[src/rtl/plq_ram.sv]
// Generic single write port, single read port RAM with a registered read.
// Bit write mask; read returns the old word on a same-address write. No dependencies.
module plq_ram #(
	parameter int W     = 8,
	parameter int DEPTH = 64
) (
	input  logic                     clk,
	input  logic                     we,
	input  logic [$clog2(DEPTH)-1:0] waddr,
	input  logic [W-1:0]             wmask,
	input  logic [W-1:0]             wdata,
	input  logic [$clog2(DEPTH)-1:0] raddr,
	output logic [W-1:0]             rdata
);
	logic [W-1:0] mem [DEPTH];
	logic [W-1:0] rdata_q;

	// write masked bits, register the read word
	always_ff @(posedge clk) begin
		if (we) begin
			for (int i = 0; i < W; i++) begin
				if (wmask[i]) begin
					mem[waddr][i] <= wdata[i];
				end
			end
		end
		rdata_q <= mem[raddr];
	end

	assign rdata = rdata_q;

endmodule

[config.mk]
export PLATFORM = sky130hd
export DESIGN_NAME = plq_ram
export DESIGN_NICKNAME = d
export VERILOG_FILES = /design/src/rtl/plq_ram.sv
export SDC_FILE = /design/constraint.sdc
export NUM_CORES = 1
export LEC_CHECK = 0
export ABC_CLOCK_PERIOD_IN_PS = 2390
export BUFFER_PORTS_ARGS = -buffer_cell sky130_fd_sc_hd__buf_4
export CAP_MARGIN = 20
export CORE_ASPECT_RATIO = 1.1
export CORE_UTILIZATION = 40
export DETAILED_ROUTE_END_ITERATION = 10
export SKIP_CTS_REPAIR_TIMING = 1
export SLEW_MARGIN = 30
export SYNTH_ARGS = -nofsm -noshare
export SYNTH_HDL_FRONTEND = slang
export SYNTH_SLANG_ARGS = --single-unit
[constraint.sdc]
create_clock -name clk -period 2.39 [get_ports clk]
set_input_delay 0.239 -clock clk [delete_from_list [all_inputs] [get_ports clk]]
set_output_delay 0.239 -clock clk [all_outputs]
set_load 0.03 [all_outputs]
Word level (Yosys, flattened, before mapping). Memory sizes are Yosys's and may differ from the RTL's. A register that Yosys moved wholly into a read port is not among the register bits. Cells that the tools add are included.

Multiplexer cells: 24.

Operator list (number): $mux 1 (24).

Input port bits: 30. Memory bits (writable): 512. Output and inout port bits: 8. Memories kept: 1. Register bits: 0. Logic and storage cells: 25.

Memory list: mem (words 64, bits a word 8, rd ports 1, clocked after Yosys merged registers in 1, write ports 1, line 15) `logic [W-1:0] mem [DEPTH];`.

Depth between registers and ports, before layout. Gate-level depths: netlist (run 1).

Depth in word-level cells: 3. Depth in mapped cells: 9. Depth with buffers taken out: 5.

Least setup slack after synthesis (run 1). Ideal clock, no wire load.

Path type: input-to-reg. From: input port raddr[1]. To: register rdata_q[7] (netlist: rdata[7]), read port of mem. Slack: 0.496 ns. Path buffers: 3. Setup time: 0.117 ns. Data arrival time: 1.777 ns. Data required time: 2.273 ns. Cell stages on the path: 7. Cells stage by stage: buf_2 -> buf_2 -> buf_4 -> mux4_2 -> a221oi_1 -> o21ai_0 -> a22o_1.

RTL lines: start, declared (line 12) `input logic [$clog2(DEPTH)-1:0] raddr,`; end, declared (line 16) `logic [W-1:0] rdata_q;`.

==> results of run 1 <==
-- state kept, by name, summed over array words and instances, names as in the netlist --
register and count:
mem 512, rdata 8
-- worst max-delay path: cells and delay by family, from the launching register on --
kind	cells	cell delay [ps]
simple gates	1	210
compound gates	2	390
mux	2	790
flops	1	370
-- power by group through the flow --
stage                     registers, uW  logic, uW  clock network, uW
after floorplan                   10300        650                  0
after global placement            10300       1280                  0
after detailed placement          10300       1300                  0
after CTS                         10100       1300               8410
after global routing              10100       1370               8760
final                             10100       1300               8280
-- cell families (layout without fill, tap and decap cells) --
logic type | count (synthesis) | count (layout) | share of synthesized area (%)
buffers and inverters | 105 | 207 | 2.294
AO/OA/AOI/OAI | 70 | 70 | 2.401
multiplexers | 143 | 143 | 13.76
AND/OR/NAND/NOR | 662 | 662 | 11.74
flip-flops | 520 | 520 | 69.81
-- metal layers --
layer | wire length (um) | GRT usage (%)
met1 | 23560 | 27.94
met2 | 28280 | 34.17
met3 | 4159 | 3.862
met4 | 2036 | 7.394
met5 | 9 | 0
-- metrics by stage --
stage          power [uW]  utilization, %  cell area, um^2  hold slack (ps)  setup slack [ps]
2_1_floorplan       10950               -            22250            337.9             496.5
3_3_place_gp        11560           43.33            23810            610.1             141.5
3_5_place_dp        11590           43.33            23810            629.6             104.9
4_1_cts             19800           46.44            25520           -21.09             528.0
5_1_grt             20210           46.44            25520            16.13             473.1
6_report            19660           46.44            25520            9.381             514.1
-- cells in the mapped netlist --
master / number
o21ai_1: 1
edfxtp_1: 512
nand4_1: 3
buf_6: 4
nand3_1: 11
nor3_1: 7
a22oi_1: 5
nand2b_1: 6
a221oi_1: 7
a31oi_1: 3
mux4_2: 121
and3b_1: 2
o31ai_1: 1
nor2b_1: 13
a21oi_1: 6
nand2_1: 89
a2111oi_2: 5
and2_1: 2
buf_12: 2
dfxtp_1: 8
buf_4: 7
buf_2: 22
a211o_1: 1
mux4_1: 7
a211oi_1: 1
nor3b_1: 6
a32o_1: 1
and3_1: 2
o21ai_0: 12
nor2_1: 519
mux2i_1: 13
nor4_1: 1
a22o_1: 5
nor4b_1: 1
a221oi_2: 1
o221ai_1: 9
o22ai_1: 12
mux2_2: 2
clkbuf_1: 68
buf_1: 2
-- how the worst max path moves through the flow --
stage,startpoint,end,slack (ps)
global route,mem[52][7]$_DFFE_PP_,rdata[7]$_DFF_P_,470
finish,mem[51][2]$_DFFE_PP_,rdata[2]$_DFF_P_,510
CTS,mem[2][7]$_DFFE_PP_,rdata[7]$_DFF_P_,530
floorplan,raddr[1],rdata[7]$_DFF_P_,500
global placement,raddr[0],rdata[2]$_DFF_P_,140
detailed placement,raddr[0],rdata[1]$_DFF_P_,100
-- layout make-up --
cell class,count,area (um^2)
well taps,736,920.9
multi-input cells,875,6228
flip-flops and latches,520,15530
clock buffers,56,1316
repair buffers,114,1125
clock inverters,37,396.6
fillers,4888,29430
==> qor.yml, run 1 <==
run_status:
  status: "completed"
worst_setup_path:
  worst_setup_path_start_kind: "flop"
  critical-path-slowest-cell: "mux4_2"
  arrival_ps: 2350
  worst-path-max-fanout: 1
  timing.rr.end: "rdata[2]$_DFF_P_"
  worstSetupPathType: "flop to flop"
  delay_of_the_slowest_cell_on_the_worst_path_ps: 500
  worstRegToRegCells: 5
  crit_path_end_kind: "flop"
  cell_chain_critical_path: "mux4_2, mux2i_1, o21ai_0, nand4_1, o31ai_1"
  setup.reg_to_reg.worst_slack_ps: 510
  r2r-start: "mem[51][2]$_DFFE_PP_"
  cp_data_required_time_ps: 2860
power:
  swShare_pct: 21.94
  clock_power_share_pct: 42.1
  power.density_cell_area_nw_per_um2: 770.5
  leakage_uw: 0.008059
  cellInternalPower_uw: 15350
  share_comb_of_total_power_pct: 6.6
  power.net_switching_uw: 4314
  power.sequential.fraction_pct: 51.3
  peakVddDrop_mv: 0.5364
floorplan:
  fp.dieH_um: 249.4
  chipWidth_um: 226.9
  floorplan.die_area_um2: 56580
  fp.coreArea_um2: 54950
  rows: 90
  start_util_pct: 40.50
  io_pins: 38
logic_synthesis:
  yosys-top-cells-area: "edfxtp_1 69%, mux4_2 12%, nor2_1 8.8%, nand2_1 1.5%, clkbuf_1 1.1%"
  syn-instance-count: 1500
  yosysSeqAreaShare_pct: 69.81
  synth_warnings: 0
  mappedNetlistArea_um2: 22250
  synth_fp_nets: 1530
  synth.avg_cell_area_um2: 14.84
  netlist-cell-type-count: 40
  postSynthRegisterBits: 520
  post-synth-top-area-fraction_pct: 69.09
  yosysTopAreaCell: "edfxtp_1"
clock_network:
  cts_buffer_depth: 3
  cts.clk_slew.worst_paths_ps: 70
  clock_sinks: 520
  tritoncts: "yes"
  cts_buffers: 51
  cts_root_buffer: "clkbuf_16"
  skew_pair_late_insertion_delay_ps: 610
  number_of_levels_in_the_clock_h_tree: 2
worst_hold_path:
  worst_hold_path.num_cells: 2
  kind_of_path_behind_the_tightest_hold_check: "primary input to flop"
  worst_hold_path_ep: "rdata[3]$_DFF_P_"
  hp-start: "raddr[5]"
sta:
  finalWorstPathRequiredPeriod_ps: 1876
  fmax_mhz: 533.1
  report.final.hold_viol_count: 0
  timing_max_transition_violations_final: 0
  grt_setup_unrepaired: "no"
  finalClockSkew_ps: 23.92
  slew_headroom_pct: 48.69
  report.final.setup_viol: 0
  timing.final.crit_share_pct: 78.49
  worstMarginPinSlew_ps: 769.6
  tns_ps: 0
global_routing:
  grt_antenna_before_repair: 1
  grt_first_pass_wirelength_mm: 85.50
  grt_overflow: 0
  first_global_vias: 13240
  track_usage_pct: 20.93
  grt_max_degree: 65
detailed_routing:
  detail-route-antenna-nets: 0
  detail_route.first_pass.iterations: 5
  route.detailed.drc: 0
  drt_iter0_markers: 1438
  avgRoutedWirePerCell_um: 24.83
  route.final.wire_length_mm: 58.05
  detailroute.via_count: 13190
  viasPerCell: 5.642
finish:
  fraction_of_final_layout_cells_sized_beyond_drive_strength_1_pct: 20.60
  synthToLayoutAreaGrowth_pct: 14.69
  layout_common_cells: "519 x nor2_1, 512 x edfxtp_1, 121 x mux4_2"
  finalNonFillerCells: 2338
  final_common_cell: "nor2_1"
  diodes: 0
  nets: 1592
placed_design:
  dp_hpwl_mm: 35.87
  io_buffers: 37
  place_congestion: 0.8473
  dp.cells: 2245
job:
  max_cap_viol_count: 0
Power figures use the tool's default switching activity.
==> inputs of run 2 (changes only) <==
--- a/config.mk
+++ b/config.mk
@@ -5,7 +5,7 @@
 export SDC_FILE = /design/constraint.sdc
 export NUM_CORES = 1
 export LEC_CHECK = 0
-export ABC_CLOCK_PERIOD_IN_PS = 2390
+export ABC_CLOCK_PERIOD_IN_PS = 1860
 export BUFFER_PORTS_ARGS = -buffer_cell sky130_fd_sc_hd__buf_4
 export CAP_MARGIN = 20
 export CORE_ASPECT_RATIO = 1.1
==> constraint.sdc (replaced) <==
create_clock -name clk -period 1.86 [get_ports clk]
set_input_delay 0.186 -clock clk [delete_from_list [all_inputs] [get_ports clk]]
set_output_delay 0.186 -clock clk [all_outputs]
set_load 0.03 [all_outputs]
==> run 2 against run 1 <==
Against the previous run: largest power group unchanged; first-iteration DRC count fell by 1.6%; utilization grew 0.82 points; sequential power grew 29%; power up 27%; sequential share of layout area shrank 1.1 points.
==> qor.yml, run 2 (synthesis results as in run 1) <==
run_status:
  status: "completed"
worst_setup_path:
  delay_of_the_slowest_cell_on_the_worst_path_ps: 460
  worstSetupPathType: "flop to flop"
  critical-path-slowest-cell: "mux4_2"
  cell_chain_critical_path: "mux4_2, a221oi_1, o21ai_0, nand4_1, o31ai_1"
  timing.critical_path.max_delay_family: "compound AO/OA/AOI/OAI gates"
  worstPathBufferInverterCount: 0
  crit_path_end_kind: "flop"
  setup.reg_to_reg.worst_slack_ps: 50
  cp_data_required_time_ps: 2360
  worst_setup_path_start_kind: "flop"
  arrival_ps: 2320
  worst-path-max-fanout: 1
global_routing:
  grt_max_degree: 65
  grt_antenna_before_repair: 0
  grt_first_pass_wirelength_mm: 87.60
  track_usage_pct: 21.34
  grt_overflow: 0
  first_global_vias: 13600
floorplan:
  io_pins: 38
  fp.dieH_um: 249.4
  rows: 90
  start_util_pct: 40.50
  fp.coreArea_um2: 54950
  floorplan.die_area_um2: 56580
  chipWidth_um: 226.9
sta:
  post-route-worst-setup-slack_ps: 46.87
  tns_ps: 0
  slew_headroom_pct: 48.18
  finalClockSkew_ps: 28.66
  timing_max_transition_violations_final: 0
  report.final.hold_viol_count: 0
  report.final.setup_viol: 0
  fmax_mhz: 551.5
  worstMarginPinSlew_ps: 777.3
  hold-worst-slack_ps: 118.3
  finalWorstPathRequiredPeriod_ps: 1813
  timing.final.crit_share_pct: 97.48
  grt_setup_unrepaired: "no"
power:
  power.density_cell_area_nw_per_um2: 963.1
  cellInternalPower_uw: 19330
  clock_power_share_pct: 41.1
  swShare_pct: 22.73
  share_comb_of_total_power_pct: 7.0
  peakVddDrop_mv: 0.7156
  power.net_switching_uw: 5685
  leakage_uw: 0.008339
  power.sequential.fraction_pct: 51.9
finish:
  fraction_of_final_layout_cells_sized_beyond_drive_strength_1_pct: 23.20
  design_area_um2: 25970
  final_common_cell: "nor2_1"
  largest-register: "mem"
  finalNonFillerCells: 2404
  synthToLayoutAreaGrowth_pct: 16.70
  diodes: 0
  largest_reg_flops: 512
  nets: 1654
  layout_common_cells: "519 x nor2_1, 512 x edfxtp_1, 147 x buf_4"
detailed_routing:
  avgRoutedWirePerCell_um: 24.59
  detailroute.via_count: 13480
  detail_route.first_pass.iterations: 5
  route.detailed.drc: 0
  viasPerCell: 5.606
  detail-route-antenna-nets: 0
  drt_iter0_markers: 1415
  route.final.wire_length_mm: 59.11
worst_hold_path:
  kind_of_path_behind_the_tightest_hold_check: "primary input to flop"
placed_design:
  placedInstanceArea_um2: 24300
  dp.cells: 2304
  dp_hpwl_mm: 37.24
  place_congestion: 0.8780
  io_buffers: 37
  dp_slack_ps: -398.6
clock_network:
  cts.clk_slew.worst_paths_ps: 60
  number_of_levels_in_the_clock_h_tree: 2
  cts_root_buffer: "clkbuf_16"
  cts_buffer_depth: 3
  clock_sinks: 520
  tritoncts: "yes"
  skew_pair_late_insertion_delay_ps: 620
  cts_buffers: 53
job:
  max_cap_viol_count: 0
## run 2: cell count changes in the layout (fill, tap and decap cells not counted)
cell / previous run / this run
a31oi_1: 3 / 2
a31oi_2: 0 / 1
buf_12: 21 / 25
buf_4: 92 / 147
bufinv_16: 8 / 3
clkbuf_1: 4 / 9
clkbuf_16: 52 / 54
clkinv_1: 10 / 14
clkinv_2: 14 / 16
clkinvlp_4: 2 / 0
dlygate4sd3_1: 0 / 1
inv_16: 0 / 1
inv_6: 2 / 1
## run 2: path summary, 6_finish.rpt
path | from | end | cells after the start
worst max-delay path | mem[52][2]$_DFFE_PP_ | rdata[2]$_DFF_P_ | 5
worst min-delay path | wdata[2] | mem[41][2]$_DFFE_PP_ | 1
worst max register to register | mem[52][2]$_DFFE_PP_ | rdata[2]$_DFF_P_ | 5
worst min register to register | mem[26][2]$_DFFE_PP_ | rdata[2]$_DFF_P_ | 3
## run 2: metrics by stage
stage,power [uW],util (%)
floorplan,14080,-
global placement,14960,44.22
CTS,25190,47.23
finish,25010,47.26
global route,25700,47.26
detailed placement,14980,44.22
## run 2: cell type report
| cell class | count | area, um^2 |
|---|---|---|
| Sequential cell | 520 | 15530 |
| Clock inverter | 36 | 267.8 |
| Multi-Input combinational cell | 875 | 6235 |
| Tap cell | 736 | 920.9 |
| Timing Repair Buffer | 174 | 1628 |
| Clock buffer | 63 | 1385 |
| Fill cell | 4813 | 28980 |
## run 2: layer usage
layer  up-vias  part of all wire (%)  global-route usage (%)
met5         -                     0                       0
met4         0                   3.1                   7.529
met3       108                   7.2                   3.520
met2       536                    50                   35.47
met1      6999                    40                   28.20
li1       5833                     -                       -
## run 2: power groups by stage
stage,Clock (uW),Sequential [uW],Combinational [uW]
after floorplan,0,13200,835
after global placement,0,13200,1740
after detailed placement,0,13200,1760
after CTS,10500,13000,1760
after global routing,10900,13000,1860
final,10300,13000,1750
